File: config.mk
export PLATFORM = sky130hd
export DESIGN_NAME = csx_sat_alu
export DESIGN_NICKNAME = d
export VERILOG_FILES = /design/src/hw/rtl/csx_pkg.sv /design/src/hw/rtl/csx_sat_alu.sv
export SDC_FILE = /design/constraint.sdc
export NUM_CORES = 1
export LEC_CHECK = 0
export BUFFER_PORTS_ARGS = -buffer_cell sky130_fd_sc_hd__buf_2
export CAP_MARGIN = 0
export CORE_UTILIZATION = 48
export DETAILED_ROUTE_END_ITERATION = 8
export MAX_ROUTING_LAYER = met4
export PLACE_DENSITY = 0.81
export SETUP_SLACK_MARGIN = 0.5
export SLEW_MARGIN = 20
export SYNTH_ARGS = -nofsm -noshare
export SYNTH_HDL_FRONTEND = slang
export SYNTH_SLANG_ARGS = --single-unit
File: constraint.sdc
create_clock -name vclk -period 3.88
set_input_delay 0.194 -clock vclk [all_inputs]
set_output_delay 0.194 -clock vclk [all_outputs]
set_load 0.02 [all_outputs]
File: src/hw/rtl/csx_pkg.sv
package csx_pkg;

    // table sizes
    localparam int NUM_FUNCS   = 64;
    localparam int STACK_DEPTH = 64;
    localparam int TIME_BITS   = 32;

    // field widths
    localparam int ID_W     = 6;
    localparam int TS_W     = 32;
    localparam int TOTAL_W  = 40;
    localparam int STATUS_W = 3;
    localparam int DEPTH_W  = 7;
    localparam int FCOUNT_W = 7;

    // derived widths
    localparam int FID_AW = $clog2(NUM_FUNCS);
    localparam int STK_AW = $clog2(STACK_DEPTH);
    localparam int SPAN_W = TIME_BITS + 1;
    localparam int ALU_W  = TOTAL_W + 2;

    // stream word widths
    localparam int S_TDATA_W = 40;
    localparam int S_TUSER_W = 2;
    localparam int M_TDATA_W = 56;
    localparam int M_TUSER_W = 3;

    localparam logic [FCOUNT_W-1:0] FCOUNT_RESET = FCOUNT_W'(64);

    // status codes
    localparam logic [STATUS_W-1:0] STAT_OK    = 3'd0;
    localparam logic [STATUS_W-1:0] STAT_EMPTY = 3'd1;
    localparam logic [STATUS_W-1:0] STAT_FULL  = 3'd2;
    localparam logic [STATUS_W-1:0] STAT_RANGE = 3'd3;
    localparam logic [STATUS_W-1:0] STAT_BACK  = 3'd4;

    // saturation limits, sign-extended to the adder width
    localparam logic signed [ALU_W-1:0] TOTAL_MAX = ALU_W'((64'sd1 <<< (TOTAL_W - 1)) - 64'sd1);
    localparam logic signed [ALU_W-1:0] TOTAL_MIN = -TOTAL_MAX - ALU_W'(1);

    // one call stack entry
    typedef struct packed {
        logic [ID_W-1:0]      id;
        logic [TIME_BITS-1:0] ts;
    } stk_entry_t;

endpackage

File: src/hw/rtl/csx_sat_alu.sv
module csx_sat_alu (
    input  logic signed [csx_pkg::ALU_W-1:0]   a,
    input  logic signed [csx_pkg::ALU_W-1:0]   b,
    input  logic                               sub,
    input  logic                               inc,
    output logic signed [csx_pkg::TOTAL_W-1:0] sum_sat
);
    import csx_pkg::*;

    logic signed [ALU_W-1:0] b_op;
    logic        [1:0]       carry;
    logic signed [ALU_W-1:0] sum;

    // a + b or a - b, with an optional extra one
    assign b_op  = sub ? ~b : b;
    assign carry = {1'b0, sub} + {1'b0, inc};
    assign sum   = a + b_op + ALU_W'(carry);

    // clamp to the signed total range
    always_comb begin
        if (sum > TOTAL_MAX) begin
            sum_sat = TOTAL_MAX[TOTAL_W-1:0];
        end else if (sum < TOTAL_MIN) begin
            sum_sat = TOTAL_MIN[TOTAL_W-1:0];
        end else begin
            sum_sat = sum[TOTAL_W-1:0];
        end
    end

endmodule

==> impl_metrics.yaml <==
power:
  p_sw_share_pct: 50.30
  p_switching_mw: 1.503
  ir_drop_v: 0.0004101
  seq_power_share_pct: 0
  pwr-share-clk_pct: 0
  power_density_nw_per_um2: 541.9
  power_frac_comb_pct: 100.0
  p_leak_nw: 2.747
  intPower_mw: 1.485
  finalPower_mw: 2.989
critical_path:
  worstSetupStartpointType: "primary input"
  critPathArrivalTime_ns: 3.69
  crit_top_cell: "clkbuf_16"
  crit_path_max_incr_delay_ns: 0.35
  crit_chain: "buf_16, clkbuf_16, xor2_1, ha_1, ha_2, a21oi_2, a21boi_0, and3b_1, o211ai_2, o211a_1, o31a_1, o21ai_2, xnor2_2, a21oi_4, buf_12, clkbuf_16, a21o_4, buf_6"
  cp.depth: 18
  path_max_fanout: 6
  crit_slowest_cell: "a21boi_0"
  crit_buf_inv: 5
  path_class: "in -> out"
  crit_family: "compound AO/OA/AOI/OAI gates"
  cp_data_required_time_ns: 3.69
  worstSetupEndpointType: "output pin"
global_route:
  grt_use_total_pct: 28.30
  antenna_found_initial: 0
  gr-total-overflow: 0
  grt_max_degree: 16
  grt_pass1_vias: 3967
  grt_pass1_wl_mm: 17.11
synthesis:
  synth.avg_cell_area_sq_um: 7.685
  synthDistinctLibCells: 50
  synth_nets: 618
  syn_inst: 450
  yosysWarnings: 0
  ys_seq_area_share_pct: 0
  syn_area_sq_um: 3458
min_path:
  hold_class: "in -> out"
  hold_depth: 4
routing:
  viasPerCell: 5.910
  vias: 4184
  drt_iter0_markers: 277
  routed_wl_mm: 12.31
  drt_pass1_iterations: 5
  drc: 0
  ant_nets: 0
  wire_per_inst_um: 17.39
timing:
  hold_viol_final: 0
  fin_crit_ns: 3.887
  setup_slack_ns: -0.006631
  worstMarginPinSlew_ns: 0.4955
  setup_viol: 4
  rsz0062_at_grt: "true"
  finalCritPeriodShare_pct: 100.2
  maxSlewViolCount: 0
  slew_headroom_pct: 66.89
  max_freq_mhz: 257.3
finish:
  ff_latch_area_sq_um: 0
  finalCoreUtilization_pct: 80.29
  final_area_sq_um: 5515
  design.seq.count: 0
  multi_input_area_sq_um: 3870
  final_cell_mix: "buf_2 (98), ha_1 (59), xor2_1 (54)"
  fillers: 415
  clock_buffers: 0
  nets: 782
  drive_above_1_share_pct: 41.67
  diodes: 0
  final_common_cell: "buf_2"
  area.growth.synth_to_final_pct: 59.48
floorplan:
  core_sq_um: 6869
  die-area_sq_um: 7548
  initial_core_util_pct: 50.35
  row_count: 30
  dieWidth_um: 86.88
  io_pins: 126
  die_height_um: 86.88
status:
  violations: "setup timing"
  status: "finished, violations left"
job:
  maxCapViolCount: 0
cts:
  hold_buffers: 0
placement:
  place_congestion: 0.9216
  dpl.hpwl_mm: 7.967
  portBuffers: 126
  pre_cts_slack_ns: -0.09864
  placed_cell_area_sq_um: 4557
timing repair:
action	in CTS	in global routing
gates resized for setup	49	65
pin swaps	8	47
gates cloned	5	3
setup buffers	10	13
endpoints found under the setup margin	40	40
power by group through the flow:
stage                     Clock (mW)  Sequential [mW]  Combinational, mW
after floorplan                    0                0               1.61
after global placement             0                0               2.19
after detailed placement           0                0               2.22
after CTS                          0                0               2.58
after global routing               0                0               3.15
final                              0                0               2.99
worst paths after layout:
kind	slack, ns	to	startpoint
max	-0.007	sum_sat[38]	sub
min	0.84	sum_sat[0]	inc
cells by family after synthesis:
logic type,count (synthesis),share of synthesized area (%)
compound gates,158,31.58
simple gates,101,13.97
fa+ha+maj,82,29.88
xor+xnor,81,20.51
buf+inv,27,3.726
mux,1,0.3256
synthesized netlist by cell type, types with 2 or more instances:
cell type  count  share of area, %
ha_1          81                29
a21o_1        58                13
xor2_1        58                15
a21oi_1       36               5.2
nand2_1       32               3.5
nor2_1        25               2.7
o21ai_0       24               3.5
xnor2_1       23               5.8
clkbuf_1       9              0.98
nand4_1        9               1.6
nand3_1        8               1.2
nor2b_1        8               1.4
a31oi_1        6               1.1
inv_1          6              0.65
nor3_1         6              0.87
buf_1          4              0.43
buf_2          4              0.58
o21a_1         4              0.87
a211oi_1       3              0.65
a31o_2         3              0.76
and2_1         3              0.54
and3_1         3              0.54
o21bai_1       3              0.65
a211oi_2       2              0.72
a21boi_0       2              0.43
a21oi_2        2              0.51
buf_4          2              0.43
buf_6          2              0.65
o211ai_2       2              0.72
o21ai_2        2              0.51
final cells by class:
class	instances	area share, %
inverters	6	0.4083
multi-input cells	423	70.17
well taps	96	2.178
repair buffers	183	27.25
through the flow:
| step | TNS [ns] | hold slack, ns | instances |
|---|---|---|---|
| after global placement | 0 | 0.8332 | 677 |
| after floorplan | 0 | 0.6895 | 450 |
| final | -0.01432 | 0.8403 | 708 |
| after detailed placement | -2.902 | 0.8298 | 677 |
| after CTS | 0 | 0.8294 | 692 |
| after global routing | -3.765 | 0.8671 | 708 |
layer usage:
metal | share of wire, % | routed length [um] | track usage [%]
met1 | 38 | 4686 | 32.21
met2 | 52 | 6349 | 54.04
met3 | 6.7 | 827 | 1.043
met4 | 3.6 | 446 | 6.970
met5 | 0 | 0 | -
Note: power is estimated with default switching activity, not from simulation.
