### config.mk
export PLATFORM = sky130hd
export DESIGN_NAME = csx_total_mem
export DESIGN_NICKNAME = d
export VERILOG_FILES = /design/src/hw/rtl/csx_pkg.sv /design/src/hw/rtl/csx_total_mem.sv
export SDC_FILE = /design/constraint.sdc
export NUM_CORES = 2
export LEC_CHECK = 0
export BUFFER_PORTS_ARGS = -buffer_cell sky130_fd_sc_hd__buf_2
export CAP_MARGIN = 20
export CELL_PAD_IN_SITES_DETAIL_PLACEMENT = 0
export CELL_PAD_IN_SITES_GLOBAL_PLACEMENT = 1
export CORE_MARGIN = 3
export CORE_UTILIZATION = 40
export DETAILED_ROUTE_END_ITERATION = 7
export PLACE_DENSITY = 0.59
export RECOVER_POWER = 100
export SLEW_MARGIN = 20
export SYNTH_ARGS = -nofsm -noshare
export SYNTH_HDL_FRONTEND = slang
export SYNTH_SLANG_ARGS = --single-unit
### constraint.sdc
create_clock -name aclk -period 11.5 [get_ports aclk]
set_clock_uncertainty 0.1 [all_clocks]
set_input_delay 1.15 -clock aclk [delete_from_list [all_inputs] [get_ports aclk]]
set_output_delay 1.15 -clock aclk [all_outputs]
set_load 0.02 [all_outputs]
### src/hw/rtl/csx_pkg.sv
package csx_pkg;

    // table sizes
    localparam int NUM_FUNCS   = 64;
    localparam int STACK_DEPTH = 64;
    localparam int TIME_BITS   = 32;

    // field widths
    localparam int ID_W     = 6;
    localparam int TS_W     = 32;
    localparam int TOTAL_W  = 40;
    localparam int STATUS_W = 3;
    localparam int DEPTH_W  = 7;
    localparam int FCOUNT_W = 7;

    // derived widths
    localparam int FID_AW = $clog2(NUM_FUNCS);
    localparam int STK_AW = $clog2(STACK_DEPTH);
    localparam int SPAN_W = TIME_BITS + 1;
    localparam int ALU_W  = TOTAL_W + 2;

    // stream word widths
    localparam int S_TDATA_W = 40;
    localparam int S_TUSER_W = 2;
    localparam int M_TDATA_W = 56;
    localparam int M_TUSER_W = 3;

    localparam logic [FCOUNT_W-1:0] FCOUNT_RESET = FCOUNT_W'(64);

    // status codes
    localparam logic [STATUS_W-1:0] STAT_OK    = 3'd0;
    localparam logic [STATUS_W-1:0] STAT_EMPTY = 3'd1;
    localparam logic [STATUS_W-1:0] STAT_FULL  = 3'd2;
    localparam logic [STATUS_W-1:0] STAT_RANGE = 3'd3;
    localparam logic [STATUS_W-1:0] STAT_BACK  = 3'd4;

    // saturation limits, sign-extended to the adder width
    localparam logic signed [ALU_W-1:0] TOTAL_MAX = ALU_W'((64'sd1 <<< (TOTAL_W - 1)) - 64'sd1);
    localparam logic signed [ALU_W-1:0] TOTAL_MIN = -TOTAL_MAX - ALU_W'(1);

    // one call stack entry
    typedef struct packed {
        logic [ID_W-1:0]      id;
        logic [TIME_BITS-1:0] ts;
    } stk_entry_t;

endpackage

### src/hw/rtl/csx_total_mem.sv
module csx_total_mem (
    input  logic                               aclk,
    input  logic                               aresetn,
    input  logic                               we,
    input  logic [csx_pkg::FID_AW-1:0]         waddr,
    input  logic signed [csx_pkg::TOTAL_W-1:0] wdata,
    input  logic                               re,
    input  logic [csx_pkg::FID_AW-1:0]         raddr,
    output logic signed [csx_pkg::TOTAL_W-1:0] rdata
);
    import csx_pkg::*;

    logic signed [TOTAL_W-1:0] mem [NUM_FUNCS];
    logic [NUM_FUNCS-1:0]      valid_reg;
    logic signed [TOTAL_W-1:0] rdata_reg;

    // per-entry valid bits stand in for clearing the table
    always_ff @(posedge aclk) begin
        if (!aresetn) begin
            valid_reg <= '0;
        end else if (we) begin
            valid_reg[waddr] <= 1'b1;
        end
    end

    always_ff @(posedge aclk) begin
        if (we) begin
            mem[waddr] <= wdata;
        end
    end

    // registered read, new data forwarded on a same-address write
    always_ff @(posedge aclk) begin
        if (re) begin
            if (we && (waddr == raddr)) begin
                rdata_reg <= wdata;
            end else if (valid_reg[raddr]) begin
                rdata_reg <= mem[raddr];
            end else begin
                rdata_reg <= '0;
            end
        end
    end

    assign rdata = rdata_reg;

endmodule

==> summary.md <==
| Metric | Value |
|---|---|
| Status | `finished, violations left` |
| Failing checks | `capacitance limit, slew limit` |
| CTS resizes | `0` |
| Primary FF master, synth | `edfxtp_1` |
| Vias in the first global route | `48400` |
| Routed WL | `a little under 300000 um` |
| CP delay by family, top | `buffers and inverters` |
| Worst IR drop on VDD | `0.159 mV` |
| Hold_ws | `363 ps` |
| XOR/XNOR share of the synthesized area | `less than 1%` |
| Worst r2r dst | `rdata[33]` |
| Io pins | `96` |
| Num CTS Buffers | `approximately 300` |
| Initial antenna violation count | `24` |
| Dominant cells by area after synthesis | `edfxtp_1 (77%), mux4_2 (17%), dfxtp_1 (1.3%)` |
| Drt first pass iters | `5` |
| Synthesized area | `102000 um^2` |
| Reg clk slew, reported paths | `60 ps` |
| Seq/Total Area, Yosys | `78.1%` |
| Slew Limit Fails | `5355` |
| CP Data Arrival Time | `approximately 7500 ps` |
| Clk sink count | `approximately 2700` |
| Finished Core Util | `45.5%` |
| P&R area growth vs syn | `12.8%` |
| Synth warnings | `0` |
| Period utilization | `60.3%` |
| Worst Reg2Reg Path Length in Cells | `8` |
| Net count, final | `between 4000 and 5000` |
| GRT Total Usage | `approximately 22%` |
| Hold Vio Cnt, Final | `0` |
| CP Max Fanout | `89` |
| P per Cell Area | `179 nW/um^2` |
| Dpl cells | `7531` |
| # fillers | `~21000` |
| Mux cell area share after synthesis | `approximately 18%` |
| CP max stage cell | `clkbuf_1` |
| CP max stage delay | `2000 ps` |
| Post-synth top area cell | `edfxtp_1` |
| Layout Cells excl Fill | `8039` |
| Final Critical Period | `6930 ps` |
| Crit Path Class | `in2reg` |
| CTS Root Buffer Type | `clkbuf_16` |
| Later-pin clock latency in the skew report | `930 ps` |
| Adder-cell share of the synthesized area | `0%` |
| Drt initial violations | `6521` |
| Buffers on Ports | `95` |
| Final worst setup slack | `4570 ps` |
| CP dominant cell by count | `clkbuf_1` |
| Die height | `slightly above 500 um` |
| Post-synth EDFFs | `between 2000 and 3000` |
| Largest family of logic cells by synthesized area | `multiplexers` |
| First-pass GRT wire length | `approximately 400000 um` |
| CP required | `12060 ps` |
| Hold Path Stages | `1` |
| Synth top area share | `76.8%` |
| Most frequent cells in the layout | `edfxtp_1 (2600), mux4_2 (774), clkbuf_16 (301)` |
| Hold wc startpoint | `valid_reg[33]` |
| Die X | `approximately 500 um` |
| Core area | `approximately 250000 um^2` |
| Min-Delay Endpoint | `valid_reg[33]` |
| Placer congestion estimate | `roughly 0.74` |
| Initial cell density of the core | `roughly two fifths` |
| Worst Tran Pin Value | `4700 ps` |
| # hold bufs at CTS | `0` |
| Gate Count Post-Synth | `4188` |
| HPWL Detailed | `149000 um` |
| Syn avg cell area | `between 20 and 25 um^2` |
| Hold Path Class | `reg2reg` |
| R2R Setup Slk | `between 5000 and 6000 ps` |
| Pin count of the biggest net entering global routing | `138` |
| F_max | `144 MHz` |
| CP Launch Type | `primary input` |
| Worst r2r src | `valid_reg[39]` |
| Synthesized flop and latch total | `2664` |
| DRC Markers | `0` |
| Synth cell types | `52` |
| CTS tree | `yes` |
| Syn nets | `4244` |
| Simple-Gate Fraction of Synth Area | `less than 1%` |
| H-tree depth | `5` |
| Max clock buf depth | `4` |
| Relative slew slack | `-213%` |
| Compound-Gate Fraction of Synth Area | `1.60%` |
| Site Rows | `184` |
| Post-CTS setup buffer count | `0` |
| Post-route ant nets | `0` |
| Layout cell share with drive strength beyond 1 | `between 20% and 30%` |
| Pleak | `35.2 nW` |
| Gr ovfl total | `0` |
| Buf/Inv on CP | `4` |
| RSZ-0062 raised after global routing | `false` |
| Worst path cell trace | `buf_8 -> buf_12 -> mux4_2 -> mux2_2 -> a22oi_1 -> o31a_2 -> clkbuf_1 -> o21ai_0 -> clkbuf_1 -> a22o_1` |
| Max FFs per register | `2560` |
| DR vias/cell | `6.02` |
| DIE AREA | `between 200000 and 300000 um^2` |
| Worst slack, placed | `~5700 ps` |
| Count of final setup violators | `0` |
| Ys async rst share | `0%` |
| Max-cap violation count | `165` |
| WL per Instance | `between 30 and 40 um` |
| Vias | `48400` |
| Crit. End Element | `flop` |
| Fin Setup TNS | `0 ps` |
| Commonest non-fill, non-tap cell in the layout | `edfxtp_1` |
[layer usage]
metal  vias up  wire (um)  GRT usage (%)
met1     27000     123000           33.5
li1      18700          -              -
met2      2226     136000           34.6
met3       440      24500           3.82
met5         -         23              0
met4         4       6590           5.04
[cell families (layout without fill, tap and decap cells)]
group                     Yosys count  count (layout)
DFF                              2664            2664
muxes                             879             879
buffers and inverters             234             731
AOI/OAI and AO/OA                 218             218
and+or+nand+nor                   187             187
xor gates and xnor gates            6               6
other                               0               6
[report_power, final]
part | internal (mW) | total [mW] | switching [mW]
clock network | 5.11 | 8.78 | 3.67
logic | 0.354 | 0.922 | 0.568
registers | 10.8 | 10.8 | 0.0306
[per-stage QoR]
step,power [mW],instance area [um^2]
floorplan,11.5,102000
global placement,11.9,107000
detailed placement,11.9,107000
CTS,20.7,116000
global route,21.1,115000
finish,20.5,115000
[layout make-up]
class	instances	area [um^2]	share of cell area [%]
Clock buffer	373	7840	6.84
Clock inverter	127	955	0.833
Sequential cell	2664	79400	69.2
Tap cell	3348	4190	3.66
Inverter	4	28.8	0.0251
Antenna cell	6	15.0	0.0131
Timing Repair Buffer	227	1120	0.981
Multi-Input combinational cell	1290	21100	18.4
[worst max path at each step]
stage                         from  slack, ps          to  cells after the start
final                     raddr[0]       4570   rdata[33]                     10
after global routing      raddr[0]       4530   rdata[31]                     10
after CTS                 raddr[1]       6670   rdata[28]                      9
after detailed placement  raddr[1]       5680   rdata[11]                      9
after global placement    raddr[2]       5610   rdata[21]                      9
after floorplan           waddr[4]       6380  mem[48][0]                      4
[cells in the mapped netlist, drive strengths merged, types with 5 or more instances]
cell type and number:
a211o 13, a21o 10, a21oi 21, a221oi 8, a22o 17, a22oi 34, buf 147, clkbuf 83
dfxtp 64, edfxtp 2600, mux2 21, mux2i 84, mux4 774, nand2 53, nand2b 5, nand3 17
nor2 73, nor2b 8, nor3 17, o211ai 12, o21a 64, o21ai 11, o22ai 8, o32ai 11
No activity file was read; power rests on OpenSTA's default activity.
